## config.mk

```make
export PLATFORM = sky130hd
export DESIGN_NAME = udp_port_scan_flood_detector_unit
export DESIGN_NICKNAME = d
export VERILOG_FILES = /design/src/udpsfd_pkg.sv /design/src/udp_port_scan_flood_detector_unit.sv
export SDC_FILE = /design/constraint.sdc
export NUM_CORES = 2
export LEC_CHECK = 0
export BUFFER_PORTS_ARGS = -buffer_cell sky130_fd_sc_hd__buf_2
export CORE_MARGIN = 2
export CORE_UTILIZATION = 30
export DETAILED_ROUTE_END_ITERATION = 10
export SYNTH_ARGS = -nofsm -noshare
export SYNTH_HDL_FRONTEND = slang
export SYNTH_SLANG_ARGS = --single-unit
```

## constraint.sdc

```tcl
create_clock -name clk_i -period 8.5 [get_ports clk_i]
set_input_delay 0.85 -clock clk_i [delete_from_list [all_inputs] [get_ports clk_i]]
set_output_delay 0.85 -clock clk_i [all_outputs]
set_load 0.1 [all_outputs]
```

## src/udpsfd_pkg.sv

```systemverilog
package udpsfd_pkg;

  // Input transaction: a UDP packet header or an interval tick.
  typedef struct packed {
    logic        op;
    logic [31:0] source_address;
    logic [15:0] source_port;
    logic [15:0] dest_port;
  } in_item_t;

  // Output transaction: one alarm or the closing done item of a tick.
  typedef struct packed {
    logic [2:0]  alarm_kind;
    logic [15:0] measured_value;
    logic [15:0] alarm_port;
    logic [31:0] alarm_source;
    logic        last_of_run;
  } out_item_t;

  // One port table entry as held in the entry memory.
  typedef struct packed {
    logic [15:0] tag;
    logic [31:0] source;
    logic [15:0] count;
  } entry_t;

  localparam logic OP_PACKET = 1'b0;
  localparam logic OP_TICK   = 1'b1;

  localparam logic [2:0] KIND_PORT_SCAN = 3'd0;
  localparam logic [2:0] KIND_FRAGGLE   = 3'd1;
  localparam logic [2:0] KIND_ZERO_PORT = 3'd2;
  localparam logic [2:0] KIND_FLOOD     = 3'd3;
  localparam logic [2:0] KIND_DONE      = 3'd4;

  localparam logic [1:0] CFG_FLOOD_THRESHOLD     = 2'd0;
  localparam logic [1:0] CFG_PORT_SCAN_THRESHOLD = 2'd1;
  localparam logic [1:0] CFG_FRAGGLE_THRESHOLD   = 2'd2;

  localparam logic [15:0] ECHO_PORT    = 16'd7;
  localparam logic [15:0] CHARGEN_PORT = 16'd19;
  localparam logic [15:0] COUNT_MAX    = 16'hFFFF;

  localparam logic [15:0] FLOOD_THRESHOLD_RESET     = 16'd75;
  localparam logic [7:0]  PORT_SCAN_THRESHOLD_RESET = 8'd16;
  localparam logic [15:0] FRAGGLE_THRESHOLD_RESET   = 16'd16;

endpackage

```

## src/udp_port_scan_flood_detector_unit.sv

```systemverilog
// Packet transactions: a packet to a port already in the table reads the entry, then writes
// back the raised count in ST_PKT_WR; a new port, a zero source port or an overflow is handled on accept.
// Tick transactions: the accept, the summary states ST_SCAN, ST_FRAGGLE and ST_ZERO, the ST_WALK over
// each table entry and ST_DONE; the states after the accept wait while the output side stalls. An empty table goes
// from the accept straight to ST_DONE.
// Reset clears the control state and loads the threshold defaults; the entry memory is not cleared.
module udp_port_scan_flood_detector_unit
  import udpsfd_pkg::*;
#(
  parameter int PORT_TABLE_DEPTH = 32
) (
  input  logic      clk_i,
  input  logic      rst_ni,
  input  logic      in_valid_i,
  output logic      in_stall_o,
  input  in_item_t  in_data_i,
  output logic      out_valid_o,
  input  logic      out_stall_i,
  output out_item_t out_data_o,
  input  logic      cfg_we_i,
  input  logic [1:0]  cfg_index_i,
  input  logic [15:0] cfg_data_i
);

  // Index width for the table, and a count width that can hold the full depth.
  localparam int IDX_W = (PORT_TABLE_DEPTH > 1) ? $clog2(PORT_TABLE_DEPTH) : 1;
  localparam int CNT_W = $clog2(PORT_TABLE_DEPTH + 1);

  // Sequencer states. A tick walks the summary alarms and then the table, newest first.
  localparam logic [2:0] ST_IDLE     = 3'd0;
  localparam logic [2:0] ST_PKT_WR   = 3'd1;
  localparam logic [2:0] ST_SCAN     = 3'd2;
  localparam logic [2:0] ST_FRAGGLE  = 3'd3;
  localparam logic [2:0] ST_ZERO     = 3'd4;
  localparam logic [2:0] ST_WALK     = 3'd5;
  localparam logic [2:0] ST_DONE     = 3'd6;
  localparam logic [2:0] ST_UNUSED   = 3'd7;

  logic [2:0] state_q, state_d;

  // Interval state held in flip-flops.
  logic [CNT_W-1:0] used_q, used_d;
  logic             overflow_q, overflow_d;
  logic             zero_seen_q, zero_seen_d;
  logic [15:0]      fraggle_q, fraggle_d;

  // Configuration registers.
  logic [15:0] flood_thr_q;
  logic [7:0]  scan_thr_q;
  logic [15:0] fraggle_thr_q;

  // Walk index during a tick and the entry index of a packet hit.
  logic [IDX_W-1:0] walk_q, walk_d;
  logic [IDX_W-1:0] hit_idx_q, hit_idx_d;

  // The port tags are also kept in flip-flops so that a lookup compares them all at once.
  logic [15:0] tag_q [PORT_TABLE_DEPTH];
  logic        tag_we;

  // Entry memory: one write and one registered read per cycle.
  entry_t           entry_mem_q [PORT_TABLE_DEPTH];
  entry_t           rd_q;
  logic             mem_we, mem_re;
  logic [IDX_W-1:0] mem_waddr, mem_raddr;
  entry_t           mem_wdata;

  // Output register.
  logic      out_valid_q, out_valid_d;
  out_item_t out_q, out_d;
  logic      out_free;
  logic      emit;
  out_item_t emit_data;

  logic                        in_accept;
  logic [PORT_TABLE_DEPTH-1:0] hit;
  logic [IDX_W-1:0]            hit_idx;
  logic [IDX_W-1:0]            newest_idx;
  logic [IDX_W-1:0]            used_idx;
  logic [15:0]                 used_ext;
  logic                        is_fraggle_port;

  assign in_stall_o  = (state_q != ST_IDLE);
  assign in_accept   = in_valid_i && !in_stall_o;
  assign out_valid_o = out_valid_q;
  assign out_data_o  = out_q;

  // A new result may be loaded when the output register is empty or is being taken now.
  assign out_free = !out_valid_q || !out_stall_i;

  assign used_ext        = {{(16 - CNT_W){1'b0}}, used_q};
  assign newest_idx      = IDX_W'(used_q - CNT_W'(1));
  assign used_idx        = IDX_W'(used_q);
  assign is_fraggle_port = (in_data_i.dest_port == ECHO_PORT) ||
                           (in_data_i.dest_port == CHARGEN_PORT);

  // Tag compare against every occupied entry; tags are unique, so the lowest hit is the hit.
  always_comb begin
    hit_idx = '0;
    for (int i = 0; i < PORT_TABLE_DEPTH; i++) begin
      hit[i] = (CNT_W'(i) < used_q) && (tag_q[i] == in_data_i.dest_port);
    end
    for (int i = PORT_TABLE_DEPTH - 1; i >= 0; i--) begin
      if (hit[i]) begin
        hit_idx = IDX_W'(i);
      end
    end
  end

  always_comb begin
    state_d     = state_q;
    used_d      = used_q;
    overflow_d  = overflow_q;
    zero_seen_d = zero_seen_q;
    fraggle_d   = fraggle_q;
    walk_d      = walk_q;
    hit_idx_d   = hit_idx_q;
    tag_we      = 1'b0;
    mem_we      = 1'b0;
    mem_re      = 1'b0;
    mem_waddr   = hit_idx_q;
    mem_raddr   = walk_q;
    mem_wdata   = rd_q;
    emit        = 1'b0;
    emit_data   = '0;

    unique case (state_q)
      ST_IDLE: begin
        if (in_accept) begin
          if (in_data_i.op == OP_PACKET) begin
            if (in_data_i.source_port == 16'd0) begin
              // A zero source port only marks the interval.
              zero_seen_d = 1'b1;
            end else begin
              if (is_fraggle_port && (fraggle_q != COUNT_MAX)) begin
                fraggle_d = fraggle_q + 16'd1;
              end
              if (|hit) begin
                // Known port: fetch the entry, raise its count next cycle.
                mem_re    = 1'b1;
                mem_raddr = hit_idx;
                hit_idx_d = hit_idx;
                state_d   = ST_PKT_WR;
              end else if (used_q == CNT_W'(PORT_TABLE_DEPTH)) begin
                // Table is full, so the port is not stored and a scan alarm is forced.
                overflow_d = 1'b1;
              end else begin
                // New port: the entry starts with a count of one, no read needed.
                tag_we           = 1'b1;
                mem_we           = 1'b1;
                mem_waddr        = used_idx;
                mem_wdata.tag    = in_data_i.dest_port;
                mem_wdata.source = in_data_i.source_address;
                mem_wdata.count  = 16'd1;
                used_d           = used_q + CNT_W'(1);
              end
            end
          end else if (used_q == '0) begin
            // An empty table reports only the done item and keeps the interval state.
            state_d = ST_DONE;
          end else begin
            // The newest entry is read first; its source labels the summary alarms and it
            // is also the first entry of the flood walk.
            mem_re    = 1'b1;
            mem_raddr = newest_idx;
            walk_d    = newest_idx;
            state_d   = ST_SCAN;
          end
        end
      end

      ST_PKT_WR: begin
        mem_we    = 1'b1;
        mem_waddr = hit_idx_q;
        mem_wdata = rd_q;
        if (rd_q.count != COUNT_MAX) begin
          mem_wdata.count = rd_q.count + 16'd1;
        end
        state_d = ST_IDLE;
      end

      ST_SCAN: begin
        if ((used_ext > {8'd0, scan_thr_q}) || overflow_q) begin
          if (out_free) begin
            emit                     = 1'b1;
            emit_data.alarm_kind     = KIND_PORT_SCAN;
            emit_data.measured_value = used_ext;
            emit_data.alarm_source   = rd_q.source;
            state_d                  = ST_FRAGGLE;
          end
        end else begin
          state_d = ST_FRAGGLE;
        end
      end

      ST_FRAGGLE: begin
        if (fraggle_q > fraggle_thr_q) begin
          if (out_free) begin
            emit                     = 1'b1;
            emit_data.alarm_kind     = KIND_FRAGGLE;
            emit_data.measured_value = fraggle_q;
            emit_data.alarm_source   = rd_q.source;
            state_d                  = ST_ZERO;
          end
        end else begin
          state_d = ST_ZERO;
        end
      end

      ST_ZERO: begin
        if (zero_seen_q) begin
          if (out_free) begin
            emit                   = 1'b1;
            emit_data.alarm_kind   = KIND_ZERO_PORT;
            emit_data.alarm_source = rd_q.source;
            state_d                = ST_WALK;
          end
        end else begin
          state_d = ST_WALK;
        end
      end

      ST_WALK: begin
        // The entry at walk_q sits in the read register; move on once it is reported or skipped.
        if ((rd_q.count <= flood_thr_q) || out_free) begin
          if (rd_q.count > flood_thr_q) begin
            emit                     = 1'b1;
            emit_data.alarm_kind     = KIND_FLOOD;
            emit_data.measured_value = rd_q.count;
            emit_data.alarm_port     = rd_q.tag;
            emit_data.alarm_source   = rd_q.source;
          end
          if (walk_q == '0) begin
            state_d = ST_DONE;
          end else begin
            walk_d    = walk_q - IDX_W'(1);
            mem_re    = 1'b1;
            mem_raddr = walk_q - IDX_W'(1);
          end
        end
      end

      ST_DONE: begin
        if (out_free) begin
          emit                  = 1'b1;
          emit_data.alarm_kind  = KIND_DONE;
          emit_data.last_of_run = 1'b1;
          if (used_q != '0) begin
            used_d      = '0;
            overflow_d  = 1'b0;
            zero_seen_d = 1'b0;
            fraggle_d   = '0;
          end
          state_d = ST_IDLE;
        end
      end

      ST_UNUSED: begin
        state_d = ST_IDLE;
      end
    endcase
  end

  always_comb begin
    out_d = out_q;
    if (emit) begin
      out_valid_d = 1'b1;
      out_d       = emit_data;
    end else if (!out_stall_i) begin
      out_valid_d = 1'b0;
    end else begin
      out_valid_d = out_valid_q;
    end
  end

  always_ff @(posedge clk_i or negedge rst_ni) begin
    if (!rst_ni) begin
      state_q       <= ST_IDLE;
      used_q        <= '0;
      overflow_q    <= 1'b0;
      zero_seen_q   <= 1'b0;
      fraggle_q     <= '0;
      walk_q        <= '0;
      hit_idx_q     <= '0;
      out_valid_q   <= 1'b0;
      flood_thr_q   <= FLOOD_THRESHOLD_RESET;
      scan_thr_q    <= PORT_SCAN_THRESHOLD_RESET;
      fraggle_thr_q <= FRAGGLE_THRESHOLD_RESET;
    end else begin
      state_q     <= state_d;
      used_q      <= used_d;
      overflow_q  <= overflow_d;
      zero_seen_q <= zero_seen_d;
      fraggle_q   <= fraggle_d;
      walk_q      <= walk_d;
      hit_idx_q   <= hit_idx_d;
      out_valid_q <= out_valid_d;
      if (cfg_we_i) begin
        unique case (cfg_index_i)
          CFG_FLOOD_THRESHOLD:     flood_thr_q   <= cfg_data_i;
          CFG_PORT_SCAN_THRESHOLD: scan_thr_q    <= cfg_data_i[7:0];
          CFG_FRAGGLE_THRESHOLD:   fraggle_thr_q <= cfg_data_i;
          default: begin
          end
        endcase
      end
    end
  end

  // Payload registers carry no reset.
  always_ff @(posedge clk_i) begin
    out_q <= out_d;
    if (tag_we) begin
      tag_q[used_idx] <= in_data_i.dest_port;
    end
  end

  // Entry memory with a registered read.
  always_ff @(posedge clk_i) begin
    if (mem_we) begin
      entry_mem_q[mem_waddr] <= mem_wdata;
    end
    if (mem_re) begin
      rd_q <= entry_mem_q[mem_raddr];
    end
  end

endmodule
```

## Yosys cells after proc, flatten, opt, wreduce, memory -nomap -nowiden

Memories as Yosys holds them, arrays and structs flattened. A register that Yosys moved wholly into a read port is not among the register bits.
Index checks and enable logic that the tools add are counted.

- Bits of input ports: 88
- Word-level logic and storage cells: 331
- Memories kept: 2
- Register bits: 146
- Output and inout port bits: 70
- RAM bits: 2560

- Add/subtract/negate cells: 5
- Reductions and logical operators: 63
- Muxes and demuxes: 142
- Magnitude comparators: 36
- Equality and inequality tests: 65
- Bitwise operators: 2

Memory list:

| name | words | width | rd ports | clocked after memory_dff | wr ports | line | RTL |
|---|---|---|---|---|---|---|---|
| entry_mem_q | 32 | 64 | 1 | 1 | 1 | udp_port_scan_flood_detector_unit.sv:61 | `entry_t entry_mem_q [PORT_TABLE_DEPTH];` |
| tag_q | 32 | 16 | 32 | 0 | 1 | udp_port_scan_flood_detector_unit.sv:57 | `logic [15:0] tag_q [PORT_TABLE_DEPTH];` |

Operators by type and width:

| cell | number |
|---|---|
| $eq 16x16->1 | 32 |
| $mux 64 | 5 |
| $mux 5 | 47 |
| $mux 66 | 2 |
| $mux 32 | 4 |
| $pmux 32 s4 | 1 |
| $pmux 64 s2 | 1 |
| $mux 16 | 7 |
| $lt 5x6->1 const A | 16 |
| $mux 6 | 9 |
| $lt 4x6->1 const A | 8 |
| $pmux 16 s3 | 1 |
| $mux 3 | 15 |
| $mux 1 | 35 |
| $logic_and 1x1->1 | 34 |
| $mux 17 | 2 |
| $add 16x1->16 const B | 2 |
| $gt 16x16->1 | 2 |
| $ne 16x16->1 const B | 2 |
| $pmux 16 s2 | 1 |
| $reduce_or 32->1 | 1 |
| $ne 2x2->1 const B | 13 |
| $lt 3x6->1 const A | 4 |
| $pmux 3 s7 | 1 |
| 41 further kinds | 68 |

## Depth between registers and ports, before layout

An unclocked memory read counts as a cell.

- Depth after elaboration: 40
- Depth in mapped cells: 23
- Gate-level depth less buffers: 16

## Worst setup path after synthesis

OpenSTA, ideal clock, no wires.

- Path kind: register to register
- Start point: reg used_q[1]
- End point: mem entry_mem_q[13][0] (netlist bit) (enable)
- Cell stages (with the launch flop): 19
- Setup time: 0.565 ns
- Setup slack: -0.085 ns
- Arrival time: 8.021 ns
- Path buffers: 4
- Required time: 7.935 ns
- Period minus slack after synthesis: 8.585 ns
- Path through: dfrtp_1 > clkbuf_1 > inv_1 > ha_1 > clkbuf_1 > nand3_1 > and3_1 > and3_1 > or4_1 > nor2_1 > nand2_1 > nor2_1 > nand2_1 > or2_2 > clkbuf_1 > nand2_1 > o21ai_1 > clkbuf_1 > nor3_1

- Word-level cells in the longest chain between the ends: 10
- Elaborated cells between the ends (all ways): 80
- Classes of those cells: order compare: 32; eq/ne: 1; mux: 14; reduce/logical: 33

RTL lines:

| element | line | RTL |
|---|---|---|
| start, declared | udp_port_scan_flood_detector_unit.sv:42 | `logic [CNT_W-1:0] used_q, used_d;` |
| start signal, assigned | udp_port_scan_flood_detector_unit.sv:290 | `used_q <= used_d;` |
| $lt 1x6->1, or another cell as far along | udp_port_scan_flood_detector_unit.sv:100 | `hit[i] = (CNT_W'(i) < used_q) && (tag_q[i] == in_data_i.dest_port);` |
| $logic_and 1x1->1 | udp_port_scan_flood_detector_unit.sv:100 |  |
| $reduce_or 32->1 | udp_port_scan_flood_detector_unit.sv:137 | `if (\|hit) begin` |
| $mux 1 | udp_port_scan_flood_detector_unit.sv:137 |  |
| $mux 1 | udp_port_scan_flood_detector_unit.sv:130 | `if (in_data_i.source_port == 16'd0) begin` |
| $mux 1 | udp_port_scan_flood_detector_unit.sv:129 | `if (in_data_i.op == OP_PACKET) begin` |
| $mux 1 | udp_port_scan_flood_detector_unit.sv:128 | `if (in_accept) begin` |
| $pmux 1 s2 | udp_port_scan_flood_detector_unit.sv:126 | `unique case (state_q)` |
| $mux 1 | udp_port_scan_flood_detector_unit.sv:319 | `if (mem_we) begin` |
| $mux 1 (implied by the code) | udp_port_scan_flood_detector_unit.sv:320 | `entry_mem_q[mem_waddr] <= mem_wdata;` |
| end, declared | udp_port_scan_flood_detector_unit.sv:61 |  |

Parallel ways exist; a longest one is shown, timed or not.

## Worst setup path in the final report

- Start point: reg used_q[0]
- End point: reg rd_q[6] (netlist name)

- Word-level cells in the longest chain between the ends: 39
- Elaborated cells between the ends (all ways): 111
- Classes of those cells: add/sub: 1; order compare: 32; mux: 44; reduce/logical: 34

RTL lines:

| element | line | RTL |
|---|---|---|
| $lt 5x6->1 | udp_port_scan_flood_detector_unit.sv:100 |  |
| $logic_and 1x1->1 | udp_port_scan_flood_detector_unit.sv:100 |  |
| $mux 5 (32 in a row) | udp_port_scan_flood_detector_unit.sv:103 | `if (hit[i]) begin` |
| $mux 5 | udp_port_scan_flood_detector_unit.sv:137 |  |
| $mux 5 | udp_port_scan_flood_detector_unit.sv:130 |  |
| $mux 5 | udp_port_scan_flood_detector_unit.sv:129 |  |
| $mux 5 | udp_port_scan_flood_detector_unit.sv:128 |  |
| $pmux 5 s2 | udp_port_scan_flood_detector_unit.sv:126 |  |

Parallel ways exist; a longest one is shown, timed or not.
A chain may end at the register's enable or synchronous reset.

==> qor.yml <==
status: "completed"
tightest_slew_ns: 1.33
cp_data_arrival_time_ns: 7.52
grt.overflow.total: 0
top_layer_used: "met5"
wl_met3_mm: 30.2
antenna_found_initial: 16
synth_area_leaders: "edfxtp_1 (70%), nand2_1 (7.2%), nand3_1 (5.9%)"
syn2layout_area_growth_pct: 13.8
drive_gt1_frac: 0.0972
layout_common_cells: "edfxtp_1 (2,692), nand2_1 (2,195), nand3_1 (1,351)"
wirelength_mm: 349
ys_seq_area_frac: 0.718
core_area_um2: 383000
slew_violations: 0
clkTransAtPathRegs_ns: 0.06
insertion_delay_ns: 0.87
fin_hold_ws_ns: 0.257
vias_per_cell: 5.22
die-area_um2: 389000
grt_pass1_vias: 69811
pre_cts_slack_ns: 1.61
die_y_um: 624
firstDrtPassIters: 8
first_iter_violations: 9283
yosysTopAreaCell: "edfxtp_1"
numCtsBuffers: 275
dpl.hpwl_mm: 177
start_util: 0.301
row_count: 227
final_common_cell: "edfxtp_1"
synth.distinct_cells: 98
syn_inst: 8920
track_usage: 0.173
cts_sinks: 2770
async_flop_share: 0.0282
hp-start: "cfg_data_i[12]"
startpoint_type: "flop"
met1_length_mm: 153
hold_violations: 0
wl_met2_mm: 156
reg2reg_from: "used_q[0]"
power_uw: 48800
grt_pass1_wl_mm: 501
grt_setup_unrepaired: "false"
place_congestion: 0.840
h-tree-depth: 5
fmax_ghz: 0.144
cts_buffer_depth: 4
path_max_fanout: 62
required_ns: 9.09
path_class: "reg2reg"
fin_ws_ns: 1.57
fin_tns_setup_ns: 0
ys_ff_latch: 2770
crit_start: "used_q[0]"
grt_max_degree: 173
min_path_type: "in2reg"
ant_nets: 0
io_pins: 158
skew_ns: 0.0668
cts-root-buf: "clkbuf_16"
max_cap_viol_count: 0
critical_path.endpoint_type: "flop"
p_leak_uw: 0.0445
avgSynthCellArea_um2: 12.9
drc_errors: 0
synth_edf_count: 2692
synth_nets: 9054
layout_min_cycle_time_ns: 6.93
synth_top_area_share: 0.701
nets: 9217
relSlewSlack: 0.117
via_count: 74738
synth_warnings: 0
synthFlopType: "edfxtp_1"
min_period_over_period: 0.815
finish.utilization: 0.343
syn_area_um2: 115000
power_density_nw_per_um2: 372
wl_per_cell_um: 24.3
io_buffers: 157
die_w_um: 624
setup_viol: 0
ir_drop_uv: 526
cts_tree: "built"
==> through the flow <==
stage,cell area [um2],cells
after detailed placement,123000,13843
after floorplan,115000,8920
after CTS,131000,14316
final,131000,14319
after global routing,131000,14319
after global placement,123000,13842
==> registers in the layout, indices dropped and copies added, names as in the netlist <==
signal / cells
entry_mem_q: 2048
flood_thr_q: 16
fraggle_q: 16
fraggle_thr_q: 16
hit_idx_q: 5
out_data_o: 68
out_valid_o: 1
overflow_q: 1
rd_q: 64
scan_thr_q: 8
state_q: 3
tag_q: 512
used_q: 6
walk_q: 5
zero_seen_q: 1
==> area by class of cell <==
type | instances | area, um2
fillers | 36976 | 251000
diodes | 3 | 7.51
clock inverters | 121 | 911
repair buffers | 408 | 3560
inverters | 59 | 229
well taps | 5038 | 6300
clock buffers | 351 | 7460
flip-flops and latches | 2770 | 82800
multi-input cells | 5569 | 29900
==> path summary, 6_finish.rpt <==
check                                    end  depth (start not counted)  slack, ns
max                                  rd_q[6]                         16       1.57
min                          flood_thr_q[12]                          3       0.26
max reg2reg                          rd_q[6]                         16       1.57
min reg2reg                fraggle_thr_q[11]                          1       0.51
max in group asynchronous  fraggle_thr_q[12]                          3       6.87
min in group asynchronous          used_q[5]                          2       0.47
==> Yosys cell counts, drive strengths merged, types with 15 or more instances <==
cell    instances
nand4          88
nand2        2199
a31oi          31
o21ai          70
clkbuf        211
nand3        1351
mux2           28
ha             46
dfrtp          72
inv            56
o21a           15
xnor2         195
nand3b         16
nor3           83
and3           46
a21oi         269
o22ai          15
a32oi          18
mux2i          69
or3            15
nor4          135
or4            64
and2           63
xor2          339
buf           311
nor4b          22
a311oi         21
or2            15
edfxtp       2692
nor2          157
==> power breakdown <==
group          switching, uW  internal [uW]  leakage (uW)
combinational          14000           5120        0.0151
sequential               445          17500        0.0253
clock                   5150           6570       0.00411
==> worst max-delay path, stage by stage (launching register included) <==
cell and delay, ns:
dfrtp_1 0.53, inv_1 0.39, ha_1 0.60, nand2b_1 0.23
a31oi_1 0.48, nor3_1 0.20, or4_1 0.72, nor4_4 0.44
a21oi_1 0.22, nor3b_2 0.22, o31ai_4 0.50, nand2_8 0.34
buf_4 0.57, a2111oi_0 0.70, a311o_1 0.24, a21oi_1 0.07
nand4b_1 0.18
==> cell families after synthesis <==
family,count (synthesis),share of synthesized area
and+or+nand+nor,4320,0.171
DFF,2770,0.718
buffers and inverters,581,0.0251
AOI/OAI and AO/OA,571,0.0315
xor gates and xnor gates,534,0.0406
muxes,98,0.00892
adders and majority gates,46,0.00499
==> metal layers <==
metal | vias to the layer above | GRT usage
met1 | 37891 | 0.255
met3 | 523 | 0.0248
met2 | 3476 | 0.268
met4 | 4 | 0.0431
met5 | - | 0
li1 | 32844 | -
==> what timing repair did <==
| action | CTS | global route |
|---|---|---|
| hold endpoints to repair | 18 | 0 |
| buffers inserted | 0 | 0 |
| hold buffers | 1 | 0 |
| resized for setup | 0 | 0 |
No activity file was read; power rests on OpenSTA's default activity.
